### src/hdl/rtpnal_pkg.sv
// Package with the payload types and constants of the RTP H.264 packetizer.
`default_nettype none

package rtpnal_pkg;

  // One NAL byte as it enters the block.
  typedef struct packed {
    logic [7:0]  nal_byte;
    logic        nal_first;
    logic [23:0] nal_length;
    logic [31:0] frame_timestamp;
  } nal_item_t;

  // One RTP packet byte as it leaves the block.
  typedef struct packed {
    logic [7:0]  out_byte;
    logic        packet_first;
    logic        packet_last;
    logic [15:0] packet_bytes;
    logic        nal_done;
    logic        run_last;
  } pkt_item_t;

  // Configuration register indexes.
  localparam logic [1:0] REG_PAYLOAD_TYPE = 2'd0;
  localparam logic [1:0] REG_MTU_BYTES    = 2'd1;
  localparam logic [1:0] REG_STREAM_SSRC  = 2'd2;
  localparam logic [1:0] REG_SEQ_START    = 2'd3;

  // Protocol constants.
  localparam logic [7:0]  RTP_VERSION_BYTE = 8'h80;
  localparam logic [7:0]  NAL_NRI_MASK     = 8'hE0;
  localparam logic [7:0]  NAL_TYPE_MASK    = 8'h1F;
  localparam logic [7:0]  FU_A_TYPE        = 8'd28;
  localparam logic [7:0]  FU_START_BIT     = 8'h80;
  localparam logic [7:0]  FU_END_BIT       = 8'h40;
  localparam logic [15:0] RTP_HDR_BYTES    = 16'd12;
  localparam logic [15:0] FU_PKT_OVERHEAD  = 16'd14;
  localparam logic [15:0] FU_MTU_MIN       = 16'd15;

  // Reset values of the configuration.
  localparam logic [6:0]  PAYLOAD_TYPE_RST = 7'd96;
  localparam logic [15:0] MTU_BYTES_RST    = 16'd1400;

  // Byte positions inside an output burst.
  localparam logic [3:0] POS_FIRST   = 4'd0;
  localparam logic [3:0] POS_FU_IND  = 4'd12;
  localparam logic [3:0] POS_FU_HDR  = 4'd13;
  localparam logic [3:0] POS_PAYLOAD = 4'd14;

endpackage

`default_nettype wire

### src/hdl/rtp_h264_nal_packetizer.sv
// Usage: NAL bytes enter on the nal channel, RTP packet bytes leave on pkt.
// Each nal transaction carries one NAL byte; the first byte of a unit has
// nal_first set together with the unit length and the RTP timestamp.
// The cfg channel writes payload_type, mtu_bytes, stream_ssrc and seq_start
// by index; write it only while the block is idle. cfg_ready is always high.
// The first result of a byte passes the burst stage and then the output
// register before it appears on pkt. A payload byte passes at one per cycle
// while the receiver does not stall. A byte that opens an RTP packet yields
// a header burst: 13 results for a single NAL unit packet, 15 for an FU-A
// fragment, and nal_ready stays low until the burst's last result is moved
// into the output register. Bytes that cause no result (dropped units, stray
// bytes, the NAL header of a fragmented unit) load no burst.
// Reset clears pkt_valid and the burst stage, restores the register
// defaults and sets the sequence number to zero.
// When the receiver stalls, the output register holds its transaction and
// the burst stage holds the next one, so nal_ready drops after one stage.
`default_nettype none

module rtp_h264_nal_packetizer
  import rtpnal_pkg::*;
(
  input  wire logic        clk,
  input  wire logic        rst,
  input  wire logic        nal_valid,
  output logic             nal_ready,
  input  wire nal_item_t   nal,
  output logic             pkt_valid,
  input  wire logic        pkt_ready,
  output pkt_item_t        pkt,
  input  wire logic        cfg_valid,
  output logic             cfg_ready,
  input  wire logic [1:0]  cfg_index,
  input  wire logic [31:0] cfg_data
);

  // Configuration registers; the mtu is kept as its two derived limits.
  logic [6:0]  payload_type;
  logic [31:0] stream_ssrc;
  logic [15:0] single_max;
  logic [15:0] frag_max;

  // Packetizer state.
  logic [15:0] seq_counter;
  logic [7:0]  saved_nal_header;
  logic [31:0] latched_timestamp;
  logic [23:0] bytes_remaining;
  logic [15:0] fragment_left;
  logic        fragment_mode;
  logic        first_fragment;
  logic        drop_unit;
  logic [15:0] pkt_size;
  logic        pkt_final;

  // Burst stage: one accepted byte and the header it opens.
  logic        burst_valid;
  logic [3:0]  burst_pos;
  logic [3:0]  burst_end;
  logic        burst_frag;
  logic        burst_marker;
  logic        burst_last;
  logic [15:0] burst_seq;
  logic [31:0] burst_ts;
  logic [7:0]  burst_fu_ind;
  logic [7:0]  burst_fu_hdr;
  logic [7:0]  burst_data;
  logic [15:0] burst_size;
  logic        burst_final;

  logic nal_fire;
  logic cfg_fire;
  logic advance;
  logic burst_done;

  assign cfg_ready  = 1'b1;
  assign cfg_fire   = cfg_valid & cfg_ready;
  assign advance    = burst_valid & (~pkt_valid | pkt_ready);
  assign burst_done = advance & (burst_pos == burst_end);
  assign nal_ready  = ~burst_valid | burst_done;
  assign nal_fire   = nal_valid & nal_ready;

  // Per-byte decisions, all taken from the state before this transaction.
  logic        load_burst;
  logic        load_frag;
  logic        load_marker;
  logic        seg_last;
  logic [3:0]  load_pos;
  logic [3:0]  load_end;
  logic [15:0] frag_size;
  logic        frag_end;
  logic [15:0] frag_left_eff;
  logic [15:0] size_next;
  logic        final_next;
  logic        first_len_ok;
  logic        first_is_frag;

  always_comb begin
    first_len_ok  = nal.nal_length >= 24'd2;
    first_is_frag = nal.nal_length > {8'd0, single_max};
    frag_end      = bytes_remaining <= {8'd0, frag_max};
    frag_size     = frag_end ? bytes_remaining[15:0] : frag_max;
    frag_left_eff = fragment_left;
    load_burst    = 1'b0;
    load_frag     = 1'b0;
    load_marker   = 1'b0;
    seg_last      = 1'b0;
    load_pos      = POS_PAYLOAD;
    load_end      = POS_PAYLOAD;
    size_next     = pkt_size;
    final_next    = pkt_final;
    if (nal.nal_first) begin
      // Single NAL unit packet: header plus the NAL header byte.
      if (first_len_ok && !first_is_frag) begin
        load_burst  = 1'b1;
        load_marker = 1'b1;
        load_pos    = POS_FIRST;
        load_end    = POS_FU_IND;
        size_next   = RTP_HDR_BYTES + nal.nal_length[15:0];
        final_next  = 1'b1;
      end
    end else if (!drop_unit && bytes_remaining != 24'd0) begin
      load_burst = 1'b1;
      if (!fragment_mode) begin
        seg_last = bytes_remaining == 24'd1;
      end else begin
        // A fragment opens when the previous one is used up.
        if (fragment_left == 16'd0) begin
          load_frag     = 1'b1;
          load_marker   = frag_end;
          load_pos      = POS_FIRST;
          size_next     = FU_PKT_OVERHEAD + frag_size;
          final_next    = frag_end;
          frag_left_eff = frag_size;
        end
        seg_last = frag_left_eff == 16'd1;
      end
    end
  end

  // Configuration and packetizer state.
  always_ff @(posedge clk) begin
    if (rst) begin
      payload_type      <= PAYLOAD_TYPE_RST;
      stream_ssrc       <= '0;
      single_max        <= MTU_BYTES_RST - RTP_HDR_BYTES;
      frag_max          <= MTU_BYTES_RST - FU_PKT_OVERHEAD;
      seq_counter       <= '0;
      saved_nal_header  <= '0;
      latched_timestamp <= '0;
      bytes_remaining   <= '0;
      fragment_left     <= '0;
      fragment_mode     <= 1'b0;
      first_fragment    <= 1'b1;
      drop_unit         <= 1'b0;
      pkt_size          <= '0;
      pkt_final         <= 1'b0;
    end else begin
      if (cfg_fire) begin
        unique case (cfg_index)
          REG_PAYLOAD_TYPE: payload_type <= cfg_data[6:0];
          REG_MTU_BYTES: begin
            single_max <= (cfg_data[15:0] > RTP_HDR_BYTES) ?
                          cfg_data[15:0] - RTP_HDR_BYTES : 16'd0;
            frag_max   <= (cfg_data[15:0] > FU_MTU_MIN) ?
                          cfg_data[15:0] - FU_PKT_OVERHEAD : 16'd1;
          end
          REG_STREAM_SSRC: stream_ssrc <= cfg_data;
          REG_SEQ_START:   seq_counter <= cfg_data[15:0];
          default: ;
        endcase
      end
      if (nal_fire) begin
        pkt_size  <= size_next;
        pkt_final <= final_next;
        if (nal.nal_first) begin
          saved_nal_header  <= nal.nal_byte;
          latched_timestamp <= nal.frame_timestamp;
          first_fragment    <= 1'b1;
          fragment_left     <= '0;
          drop_unit         <= ~first_len_ok;
          fragment_mode     <= first_len_ok & first_is_frag;
          bytes_remaining   <= first_len_ok ? nal.nal_length - 24'd1 : 24'd0;
        end else if (load_burst) begin
          bytes_remaining <= bytes_remaining - 24'd1;
          if (fragment_mode) begin
            fragment_left <= frag_left_eff - 16'd1;
            if (load_frag) begin
              first_fragment <= 1'b0;
            end
          end
          if (seg_last) begin
            seq_counter <= seq_counter + 16'd1;
          end
        end
      end
    end
  end

  // Burst stage control.
  always_ff @(posedge clk) begin
    if (rst) begin
      burst_valid <= 1'b0;
      burst_pos   <= POS_FIRST;
    end else if (nal_fire && load_burst) begin
      burst_valid <= 1'b1;
      burst_pos   <= load_pos;
    end else if (burst_done) begin
      burst_valid <= 1'b0;
    end else if (advance) begin
      burst_pos <= burst_pos + 4'd1;
    end
  end

  // Burst stage payload, captured with the accepted byte.
  always_ff @(posedge clk) begin
    if (nal_fire && load_burst) begin
      burst_end    <= load_end;
      burst_frag   <= load_frag;
      burst_marker <= load_marker;
      burst_last   <= seg_last;
      burst_seq    <= seq_counter;
      burst_ts     <= nal.nal_first ? nal.frame_timestamp : latched_timestamp;
      burst_fu_ind <= (saved_nal_header & NAL_NRI_MASK) | FU_A_TYPE;
      burst_fu_hdr <= (first_fragment ? FU_START_BIT : 8'd0) |
                      (frag_end ? FU_END_BIT : 8'd0) |
                      (saved_nal_header & NAL_TYPE_MASK);
      burst_data   <= nal.nal_byte;
      burst_size   <= size_next;
      burst_final  <= final_next;
    end
  end

  // Byte at the current burst position.
  logic [7:0] burst_byte;

  always_comb begin
    case (burst_pos)
      4'd0:    burst_byte = RTP_VERSION_BYTE;
      4'd1:    burst_byte = {burst_marker, payload_type};
      4'd2:    burst_byte = burst_seq[15:8];
      4'd3:    burst_byte = burst_seq[7:0];
      4'd4:    burst_byte = burst_ts[31:24];
      4'd5:    burst_byte = burst_ts[23:16];
      4'd6:    burst_byte = burst_ts[15:8];
      4'd7:    burst_byte = burst_ts[7:0];
      4'd8:    burst_byte = stream_ssrc[31:24];
      4'd9:    burst_byte = stream_ssrc[23:16];
      4'd10:   burst_byte = stream_ssrc[15:8];
      4'd11:   burst_byte = stream_ssrc[7:0];
      4'd12:   burst_byte = burst_frag ? burst_fu_ind : burst_data;
      4'd13:   burst_byte = burst_fu_hdr;
      default: burst_byte = burst_data;
    endcase
  end

  // Output register.
  always_ff @(posedge clk) begin
    if (rst) begin
      pkt_valid <= 1'b0;
    end else if (advance) begin
      pkt_valid <= 1'b1;
    end else if (pkt_ready) begin
      pkt_valid <= 1'b0;
    end
  end

  always_ff @(posedge clk) begin
    if (advance) begin
      pkt.out_byte     <= burst_byte;
      pkt.packet_first <= burst_pos == POS_FIRST;
      pkt.packet_last  <= (burst_pos == burst_end) & burst_last;
      pkt.packet_bytes <= burst_size;
      pkt.nal_done     <= burst_final;
      pkt.run_last     <= burst_pos == burst_end;
    end
  end

endmodule

`default_nettype wire

### config.mk
export PLATFORM = sky130hd
export DESIGN_NAME = rtp_h264_nal_packetizer
export DESIGN_NICKNAME = d
export VERILOG_FILES = /design/src/hdl/rtpnal_pkg.sv /design/src/hdl/rtp_h264_nal_packetizer.sv
export SDC_FILE = /design/constraint.sdc
export NUM_CORES = 1
export LEC_CHECK = 0
export BUFFER_PORTS_ARGS = -buffer_cell sky130_fd_sc_hd__buf_4
export CAP_MARGIN = 15
export CORE_AREA = 2 2 235 237
export DETAILED_ROUTE_END_ITERATION = 8
export DIE_AREA = 0 0 237 239
export GPL_ROUTABILITY_DRIVEN = 0
export GPL_TIMING_DRIVEN = 0
export PLACE_DENSITY_LB_ADDON = 0.15
export RECOVER_POWER = 25
export SYNTH_ARGS = -nofsm -noshare
export SYNTH_HDL_FRONTEND = slang
export SYNTH_SLANG_ARGS = --single-unit
### constraint.sdc
create_clock -name clk -period 13.3 [get_ports clk]
set_clock_uncertainty 0.15 [all_clocks]
set_input_delay 1.33 -clock clk [delete_from_list [all_inputs] [get_ports clk]]
set_output_delay 1.33 -clock clk [all_outputs]
set_load 0.02 [all_outputs]
-- Yosys cells after proc, flatten, opt, wreduce, memory -nomap -nowiden
Cells that the tools add are included.
- register bits after elaboration: 312
- bits of input ports: 104
- word-level logic and storage cells: 171
- add/subtract/negate cells: 9
- order comparisons: 5
- equal/unequal tests: 20
- mux-type cells: 68
- bitwise logic cells: 12
- reductions and logical operators: 23
- operators with widths (operator ; count):
    $mux W16 ; 24
    $pmux W8 S14 ; 1
    $mux W24 ; 3
    $sub A24 B1 Y24 const B ; 2
    $add A4 B16 Y16 const A ; 2
    $gt A16 B4 Y1 const B ; 2
    $mux W32 ; 1
    $mux W4 ; 8
    $sub A16 B4 Y16 const B ; 2
    $mux W1 ; 27
    $eq A24 B1 Y1 const B ; 1
    $eq A4 B4 Y1 const B ; 6
    $ge A24 B2 Y1 const B ; 1
    $gt A24 B16 Y1 ; 1
    $le A24 B16 Y1 ; 1
    $reduce_bool A24 Y1 ; 1
    $add A16 B1 Y16 const B ; 1
    $eq A16 B1 Y1 const B ; 1
    $eq A4 B3 Y1 const B ; 4
    $logic_not A16 Y1 ; 1
    $mux W8 ; 2
    $sub A16 B1 Y16 const B ; 1
    $reduce_and A2 Y1 ; 6
    $reduce_bool A2 Y1 ; 6
    other kinds (20) ; 32

-- Longest topological paths before layout
Gate-level depths: netlist of the first run.
- word-level depth: 14
- mapped depth: 20

-- Worst setup path before layout of the first run
OpenSTA, ideal clock, no wires.
- kind: input port to flip-flop
- start: input port nal[52] in the netlist's numbering
- end: register burst_data[0] (enable)
- arrival: 4.611 ns
- slack: 8.097 ns
- cell stages on the path: 7
- path buffers: 0
- path through: or4_1 nor4b_1 nor2b_1 nand3_1 o21ai_1 o21ai_1 inv_1
- longest elaborated chain between the ends: 6
- elaborated cells on any way between the ends: 7
- those cells by class: order compare (2); mux (2); reduce/logical (3)
- RTL lines (item ; line ; source):
    start, declared ; rtp_h264_nal_packetizer.sv:26 ; input wire nal_item_t nal,
    $gt A24 B16 Y1 ; rtp_h264_nal_packetizer.sv:98 ; first_is_frag = nal.nal_length > {8'd0, single_max};
    $logic_not A1 Y1 ; rtp_h264_nal_packetizer.sv:112 ; if (first_len_ok && !first_is_frag) begin
    $logic_and A1 B1 Y1 * ; rtp_h264_nal_packetizer.sv:112 ;
    $mux W1 * ; rtp_h264_nal_packetizer.sv:112 ;
    $mux W1 * ; rtp_h264_nal_packetizer.sv:110 ; if (nal.nal_first) begin
    $logic_and A1 B1 Y1 * ; rtp_h264_nal_packetizer.sv:215 ; if (nal_fire && load_burst) begin
    end signal, assigned ; rtp_h264_nal_packetizer.sv:226 ; burst_data <= nal.nal_byte;
    end, declared ; rtp_h264_nal_packetizer.sv:65 ; logic [7:0] burst_data;
Mark *: on every way between the ends. The rest lies on a longest branch, timed or not.
A chain may end at the register's enable or synchronous reset.

-- Worst setup path after layout of the first run
- start: register frag_max[10]
- end: register burst_size[15], data pin
- longest elaborated chain between the ends: 7
- RTL lines (item ; line ; source):
    start, declared ; rtp_h264_nal_packetizer.sv:40 ; logic [15:0] frag_max;
    start signal, assigned ; rtp_h264_nal_packetizer.sv:145 ; frag_max <= MTU_BYTES_RST - FU_PKT_OVERHEAD;
    start signal, assigned ; rtp_h264_nal_packetizer.sv:163 ; frag_max <= (cfg_data[15:0] > FU_MTU_MIN) ?
    $le A24 B16 Y1 ; rtp_h264_nal_packetizer.sv:99 ; frag_end = bytes_remaining <= {8'd0, frag_max};
    $mux W16 * ; rtp_h264_nal_packetizer.sv:100 ; frag_size = frag_end ? bytes_remaining[15:0] : frag_max;
    $add A4 B16 Y16 * ; rtp_h264_nal_packetizer.sv:130 ; size_next = FU_PKT_OVERHEAD + frag_size;
    $mux W16 * ; rtp_h264_nal_packetizer.sv:126 ; if (fragment_left == 16'd0) begin
    $mux W16 * ; rtp_h264_nal_packetizer.sv:122 ; if (!fragment_mode) begin
    $mux W16 * ; rtp_h264_nal_packetizer.sv:120 ; end else if (!drop_unit && bytes_remaining != 24'd0) begin
    $mux W16 * ; rtp_h264_nal_packetizer.sv:110 ;
    via size_next[15] ; rtp_h264_nal_packetizer.sv:91 ; logic [15:0] size_next;
    end signal, assigned ; rtp_h264_nal_packetizer.sv:227 ; burst_size <= size_next;
    end, declared ; rtp_h264_nal_packetizer.sv:66 ; logic [15:0] burst_size;
The timed path passes the listed nets; every way through them passes the cells marked *.

==> summary.txt, run 1 <==
Area growth, synth to finish -> 18.9%
Via count of the first global-routing pass -> 13630
Total CTS buffers -> 37
GRT Total Usage -> 0.204
Longest Clk Path Bufs -> 3
Htree depth -> 2
Initial antenna violation count -> 1
Maximum vdd drop -> 0.0737 mV
Synth Register Bits -> 308
Via density -> 5.32
RR Startpoint -> frag_max[10]$_SDFFE_PP1P_
Worst r2r dst -> burst_size[15]$_DFFE_PP_
Worst Path Max Fanout -> 10
Rows -> 86
Largest net degree at the start of global routing -> 47
N_diodes -> 0
Core box area -> 54300 sq um
Setup crit end kind -> flip-flop
Grt ovf -> 0
Power, Total -> 0.00266 W
Final TNS setup -> 0 ns
Primary FF master, synth -> dfxtp_1
Synth warn -> 0
Post-Place Cells -> 2624
Fillers -> 5516
Worst Setup Path Type -> flip-flop to flip-flop
Crit path DAT -> 5.38 ns
# setup viols final -> 0
Syn Inst Count -> 1795
Clk sink count -> 308
Crit path time final -> 5.26 ns
HP Class -> flip-flop to flip-flop
Max-cap violations -> 0
Port Buf Inserts -> 122
RSZ-0062 raised after global routing -> no
Yosys top cell area share -> 0.239
Final WL -> 58200 um
Run status -> completed
# DRC -> 0
Register area share after synthesis -> 0.453
Top Ports -> 135
Total count of max-transition violations in the final report -> 0
Mapped Avg Cell Area -> 9.00 sq um
Dpl hpwl -> 44100 um
Async SR Flop Fraction -> 0
Vias -> 14331
WHS -> 0.267 ns
Die width -> 237 um
Hold_sp -> burst_size[4]$_DFFE_PP_
PostCTS Resize Cnt -> 0
Height of the die -> 239 um
Worst-Skew Late Latency -> 0.56 ns
Initial Util -> 0.297
Final worst-path cycle share -> 0.396
Pwr Density -> 138 nW/um^2
Most frequent cells in the layout -> nand2_1 (265), dfxtp_1 (193), nor2_1 (179)
Worst-Margin Slew -> 1.46 ns
Area contributors post-synth -> dfxtp_1 (24%), edfxtp_1 (21%), nand2_1 (6.2%)
First-pass DRT Iterations -> 9
Leak Pwr -> 7.05 nW
Max Clk Rate -> 0.190 GHz
Worst setup SP type -> flip-flop
Most common cell after layout, fill and taps aside -> nand2_1
Cell area after layout -> 19200 sq um
Req. time, crit path -> 13.42 ns
First-pass GRT wire length -> 86900 um
Post-synth EDFFs -> 115
Hold buffer count at CTS -> 0
Post CTS Setup Buffer Count -> 0
Layout cells sized above 1 -> 0.131
ANT nets after route -> 0
DR iter-0 viols -> 1205
Endpoint, Worst Hold -> pkt[6]$_DFFE_PP_
Clock transition at path regs -> 0.06 ns
Rel. slew slack -> 0.0235
Synth Cell Area -> 16100 sq um
Synth cell types -> 87
Worst hold path cell count -> 0
Die area -> 56600 sq um
Worst Reg-to-Reg Cells -> 18
TritonCTS clock tree -> built
DP Area -> 18000 sq um
Nets -> 2110
R2R setup slack -> 8.04 ns
Wire length per cell -> 21.6 um
Hold Vio Cnt, Final -> 0
Area leader, netlist -> dfxtp_1
Final non-filler cell total -> 2692
Syn_nets -> 1946
CTS root buf -> clkbuf_16
==> metrics by stage <==
step / utilization / setup WS [ns]
4_1_cts: 0.354 / 8.19
3_3_place_gp: 0.330 / 6.09
5_1_grt: 0.353 / 7.67
2_1_floorplan: - / 8.10
3_5_place_dp: 0.331 / 8.05
6_report: 0.353 / 8.04
==> flip-flops by register name, summed over array words and instances (netlist names), 3 cells and up <==
signal             count
pkt                   28
pkt_size              16
stream_ssrc           32
single_max            16
bytes_remaining       24
seq_counter           16
burst_fu_hdr           7
latched_timestamp     32
burst_pos              4
burst_ts              32
fragment_left         16
payload_type           7
burst_fu_ind           3
saved_nal_header       8
frag_max              16
burst_data             8
burst_size            16
burst_seq             16
==> layout make-up <==
class                   instances  area, sq um  share of cell area
inverters                      56          213              0.0111
repair buffers                125          921              0.0480
clock buffers                  57         1090              0.0566
flip-flops and latches        308         7320               0.381
multi-input cells            1306         8110               0.422
clock inverters                11          159             0.00827
well taps                     704          881              0.0459
plain buffers                 125          515              0.0268
==> worst max-delay path by stage <==
stage | start | endpoint | slack, ns | cells after the start
after floorplan | nal[52] | burst_data[0]$_DFFE_PP_ | 8.10 | 7
after global placement | nal[52] | burst_size[11]$_DFFE_PP_ | 6.09 | 8
after detailed placement | nal[52] | burst_size[8]$_DFFE_PP_ | 8.05 | 9
after CTS | frag_max[10]$_SDFFE_PP1P_ | pkt_size[13]$_SDFFE_PP0P_ | 8.19 | 18
after global routing | frag_max[10]$_SDFFE_PP1P_ | burst_size[5]$_DFFE_PP_ | 7.67 | 19
final | frag_max[10]$_SDFFE_PP1P_ | burst_size[15]$_DFFE_PP_ | 8.04 | 18
==> synthesized netlist by cell type, types with 37 or more instances <==
| master | count |
|---|---|
| edfxtp_1 | 115 |
| mux2_2 | 37 |
| nor3_1 | 42 |
| inv_1 | 55 |
| nand2_1 | 265 |
| clkbuf_1 | 110 |
| xnor2_1 | 44 |
| nor2_1 | 179 |
| ha_1 | 47 |
| nand3_1 | 45 |
| o21ai_0 | 60 |
| a21oi_1 | 156 |
| dfxtp_1 | 193 |
==> metal layers <==
| metal | vias up | GRT usage | part of all wire |
|---|---|---|---|
| li1 | 6792 | - | - |
| met1 | 6986 | 0.282 | 0.46 |
| met2 | 473 | 0.332 | 0.46 |
| met3 | 78 | 0.0300 | 0.058 |
| met4 | 2 | 0.0529 | 0.022 |
| met5 | - | 0 | 0.00027 |
==> critical path: stages (launching register included) <==
cell and delay [ns]:
dfxtp_1 0.66, inv_1 0.09, ha_1 0.33, nand4_1 0.18
nor4_1 0.45, a21boi_0 0.33, o41a_1 0.22, buf_6 0.18
buf_6 0.20, buf_2 0.27, buf_6 0.21, mux2i_1 0.37
ha_1 0.33, inv_1 0.09, o2111ai_1 0.32, nor3b_1 0.11
xnor2_1 0.15, nand2_1 0.16, nand2_1 0.15
==> power breakdown <==
part / switching [W] / total, W / internal, W
combinational: 0.000325 / 0.000521 / 0.000196
clock: 0.000423 / 0.00105 / 0.000627
sequential: 0.0000442 / 0.00109 / 0.00104
total: 0.000792 / 0.00266 / 0.00186
==> logic make-up after synthesis <==
family / Yosys count / synth area share
adders and majority gates: 47 / 0.0364
AOI/OAI and AO/OA: 441 / 0.178
and+or+nand+nor: 668 / 0.194
xor gates and xnor gates: 76 / 0.0412
DFF: 308 / 0.453
other: 1 / 0.000232
buffers and inverters: 181 / 0.0449
muxes: 73 / 0.0522
No activity file was read; power rests on OpenSTA's default activity.
==> run 2: changes to the inputs <==
--- a/config.mk
+++ b/config.mk
@@ -5,11 +5,12 @@
 export SDC_FILE = /design/constraint.sdc
 export NUM_CORES = 1
 export LEC_CHECK = 0
+export ABC_AREA = 1
 export BUFFER_PORTS_ARGS = -buffer_cell sky130_fd_sc_hd__buf_4
 export CAP_MARGIN = 15
-export CORE_AREA = 2 2 235 237
+export CORE_AREA = 2 2 240 242
 export DETAILED_ROUTE_END_ITERATION = 8
-export DIE_AREA = 0 0 237 239
+export DIE_AREA = 0 0 242 244
 export GPL_ROUTABILITY_DRIVEN = 0
 export GPL_TIMING_DRIVEN = 0
 export PLACE_DENSITY_LB_ADDON = 0.15
==> constraint.sdc (replaced) <==
create_clock -name clk -period 5.3 [get_ports clk]
set_clock_uncertainty 0.15 [all_clocks]
set_input_delay 0.53 -clock clk [delete_from_list [all_inputs] [get_ports clk]]
set_output_delay 0.53 -clock clk [all_outputs]
set_load 0.02 [all_outputs]
==> run 2 against run 1 <==
Net effect:
- cell area is 4.2% higher
- largest cell class unchanged
- global-route usage up 0.52 points
- worst hold slack got worse by 0.17 ns
- maximum frequency increased by 17%
- non-clock buffer count shrank 29
- cell count up 18%
- clock-buffer cell count is 8 lower
- largest power group is now the clock network
==> summary.txt, run 2 <==
Maximum vdd drop -> 0.216 mV (+190%)
RR Startpoint -> burst_pos[2]$_SDFFE_PP0P_
Register area -> 7320 sq um (unchanged)
Crit path DAT -> 4.77 ns (-0.61 ns)
Synth warn -> 0 (unchanged)
HP Class -> input port to flip-flop
Worst r2r dst -> burst_pos[3]$_SDFFE_PP0P_
R2R setup slack -> 0.81 ns (-7.23 ns)
Final worst-path cycle share -> 0.847 (+0.451)
First-pass DRT Iterations -> 5 (-4)
Syn_nets -> 2370 (+22%)
Max Clk Rate -> 0.223 GHz (+17%)
Htree depth -> 2 (unchanged)
Clk sink count -> 308 (unchanged)
ANT nets after route -> 0 (unchanged)
Setup crit end kind -> flip-flop
Synth Cell Area -> 16800 sq um (+4.1%)
Net Sw Frac -> 0.311 (+0.0125)
Most instantiated library cell after synthesis -> nand2_1
Wire length per cell -> 19.7 um (-9.1%)
Worst Reg-to-Reg Cells -> 14 (-4)
Via density -> 5.01 (-5.8%)
Dpl hpwl -> 48400 um (+9.9%)
Post-synth EDFFs -> 115 (unchanged)
Worst hold path cell count -> 3 (+3)
GRT Total Usage -> 0.209 (+0.00518)
Vias -> 15956 (+11%)
Port Buf Inserts -> 130 (+6.6%)
Cell area after layout -> 20000 sq um (+4.2%)
Total count of max-transition violations in the final report -> 0 (unchanged)
Synth cell types -> 55 (-37%)
Power Internal -> 0.00468 W (+150%)
Via count of the first global-routing pass -> 15330 (+12%)
Longest Clk Path Bufs -> 3 (unchanged)
# setup viols final -> 0 (unchanged)
Power share of the clock group -> 0.410 (+0.015)
Initial Util -> 0.299 (+0.00197)
Core occupancy in the finished layout -> 0.356 (+0.00270)
Register area share after synthesis -> 0.436 (-0.0176)
Primary FF master, synth -> dfxtp_1
N_diodes -> 0 (unchanged)
Initial antenna violation count -> 1 (unchanged)
Req. time, crit path -> 5.59 ns (-7.83 ns)
Yosys top cell area share -> 0.230 (-0.00932)
Endpoint, Worst Hold -> stream_ssrc[24]$_SDFFE_PP0P_
Area growth, synth to finish -> 19.0%
CTS root buf -> clkbuf_16
Core box area -> 56200 sq um (+3.4%)
PostCTS Resize Cnt -> 0 (unchanged)
Gate power share -> 0.189 (-0.007)
Power, Total -> 0.00679 W (+160%)
Max-cap violations -> 0 (unchanged)
Run status -> completed
Largest regs -> burst_ts: 32 flops, latched_timestamp: 32 flops, stream_ssrc: 32 flops
Most frequent cells in the layout -> nand2_1 (434), inv_1 (296), nor2_1 (239)
Final TNS setup -> 0 ns (unchanged)
Clock transition at path regs -> 0.06 ns (about the same)
DP Area -> 18800 sq um (+4.4%)
Syn Inst Count -> 2219 (+24%)
Leak Pwr -> 8.37 nW (+19%)
Worst Path Max Fanout -> 57 (+47)
Area contributors post-synth -> dfxtp_1 (23%), edfxtp_1 (21%), nand2_1 (9.7%)
Worst Setup Path Type -> flip-flop to flip-flop
Die width -> 242 um (+2.1%)
RSZ-0062 raised after global routing -> no
Synth Register Bits -> 308 (unchanged)
Total CTS buffers -> 39 (+5.4%)
Mapped Avg Cell Area -> 7.57 sq um (-16%)
Worst setup SP type -> flip-flop
Die area -> 59000 sq um (+4.2%)
Nets -> 2547 (+21%)
Final WL -> 62600 um (+7.5%)
Fillers -> 6054 (+9.8%)
Sw Pwr -> 0.00211 W (+170%)
Area leader, netlist -> dfxtp_1
Height of the die -> 244 um (+2.1%)
Rel. slew slack -> 0.337 (+0.313)
Crit path time final -> 4.49 ns (-0.773 ns)
Largest net degree at the start of global routing -> 58 (+23%)
Top Ports -> 135 (unchanged)
First-pass GRT wire length -> 94400 um (+8.6%)
Hold Vio Cnt, Final -> 0 (unchanged)
Worst-Margin Slew -> 0.995 ns (-0.468 ns)
Rows -> 87 (+1.2%)
Most common cell after layout, fill and taps aside -> nand2_1
Multi-input logic area -> 7930 sq um (-2.2%)
Top cells by count, synth -> nand2_1 (434), inv_1 (296), nor2_1 (239), dfxtp_1 (193), o21ai_0 (183)
# DRC -> 0 (unchanged)
Worst-Skew Late Latency -> 0.59 ns (+0.03 ns)
TritonCTS clock tree -> built
Async SR Flop Fraction -> 0 (unchanged)
Reg power frac -> 0.402 (-0.007)
Hold_sp -> cfg_data[24]
DR iter-0 viols -> 1352 (+12%)
Grt ovf -> 0 (unchanged)
Pwr Density -> 339 nW/um^2 (+150%)
Layout cells sized above 1 -> 0.0952 (-0.0356)
[run 2: cell types whose count changed in the layout (fill, tap and decap cells not counted), sizes merged, moves of 37 or more]
cell   previous run  this run
xor2             32        69
o21ai            76       193
nand2           265       445
nor2            180       252
mux2             37         0
inv              56       310
nand3            45       126
[run 2: critical path, cell delays in order, from the launching register on]
cell,delay (ns)
dfxtp_1,0.45
nand2_1,0.16
nor3_1,0.44
inv_1,0.11
o21ai_1,0.28
nand2_1,0.34
inv_2,0.34
o21ai_2,0.20
inv_1,0.33
nand2_1,0.29
inv_4,0.43
buf_16,0.33
nor2_1,0.10
a21oi_1,0.25
a21oi_1,0.11
[run 2: what timing repair did]
item	in CTS	in global routing
setup buffers	0	0
hold buffers	4	0
endpoints found under the setup margin	0	0
endpoints found under the hold margin	4	0
[run 2: final cells by class]
type                            count  share of cell area
Buffer                             85              0.0198
Timing Repair Buffer              136              0.0465
Multi-Input combinational cell   1518               0.397
Clock buffer                       49              0.0517
Inverter                          308              0.0579
Clock inverter                     22              0.0144
Sequential cell                   308               0.366
Tap cell                          756              0.0473
[run 2: cell families after synthesis]
logic type | share of synthesized area
DFF | 0.436
AOI/OAI and AO/OA | 0.158
adders and majority gates | 0.0350
muxes | 0.000596
and+or+nand+nor | 0.236
xor gates and xnor gates | 0.0417
buffers and inverters | 0.0924
other | 0.000223
[run 2: metal layers]
metal | up-vias | track usage | routed length (um)
met5 | - | 0 | 0
met4 | 0 | 0.0525 | 1270
met3 | 84 | 0.0423 | 4590
met2 | 536 | 0.330 | 27800
met1 | 7584 | 0.291 | 29000
li1 | 7752 | - | -
[run 2: through the flow]
step / cells / worst slack, ns / hold slack [ns]
after floorplan: 2219 / 1.68 / 0.250
after detailed placement: 3107 / 0.939 / 0.257
final: 3182 / 0.813 / 0.0937
after global routing: 3182 / 0.460 / 0.0954
after global placement: 3105 / 0.149 / 0.255
after CTS: 3182 / 0.969 / 0.000191
[run 2: worst max path at each step]
| stage | endpoint | startpoint | cells past startpoint | slack (ns) |
|---|---|---|---|---|
| after floorplan | burst_pos[1]$_SDFFE_PP0P_ | burst_pos[2]$_SDFFE_PP0P_ | 13 | 1.68 |
| after global placement | burst_pos[1]$_SDFFE_PP0P_ | nal[54] | 12 | 0.15 |
| after detailed placement | burst_pos[2]$_SDFFE_PP0P_ | nal[54] | 13 | 0.94 |
| after CTS | burst_pos[2]$_SDFFE_PP0P_ | burst_pos[2]$_SDFFE_PP0P_ | 14 | 0.97 |
| after global routing | burst_pos[3]$_SDFFE_PP0P_ | burst_pos[2]$_SDFFE_PP0P_ | 14 | 0.46 |
| final | burst_pos[3]$_SDFFE_PP0P_ | burst_pos[2]$_SDFFE_PP0P_ | 14 | 0.81 |
[run 2: power by group through the flow]
stage               Sequential [W]  Clock, W  Combinational (W)
floorplan                  0.00275         0           0.000803
finish                     0.00273   0.00278            0.00128
detailed placement         0.00278         0            0.00127
CTS                        0.00273   0.00284            0.00128
global placement           0.00278         0            0.00125
global route               0.00274   0.00294            0.00142
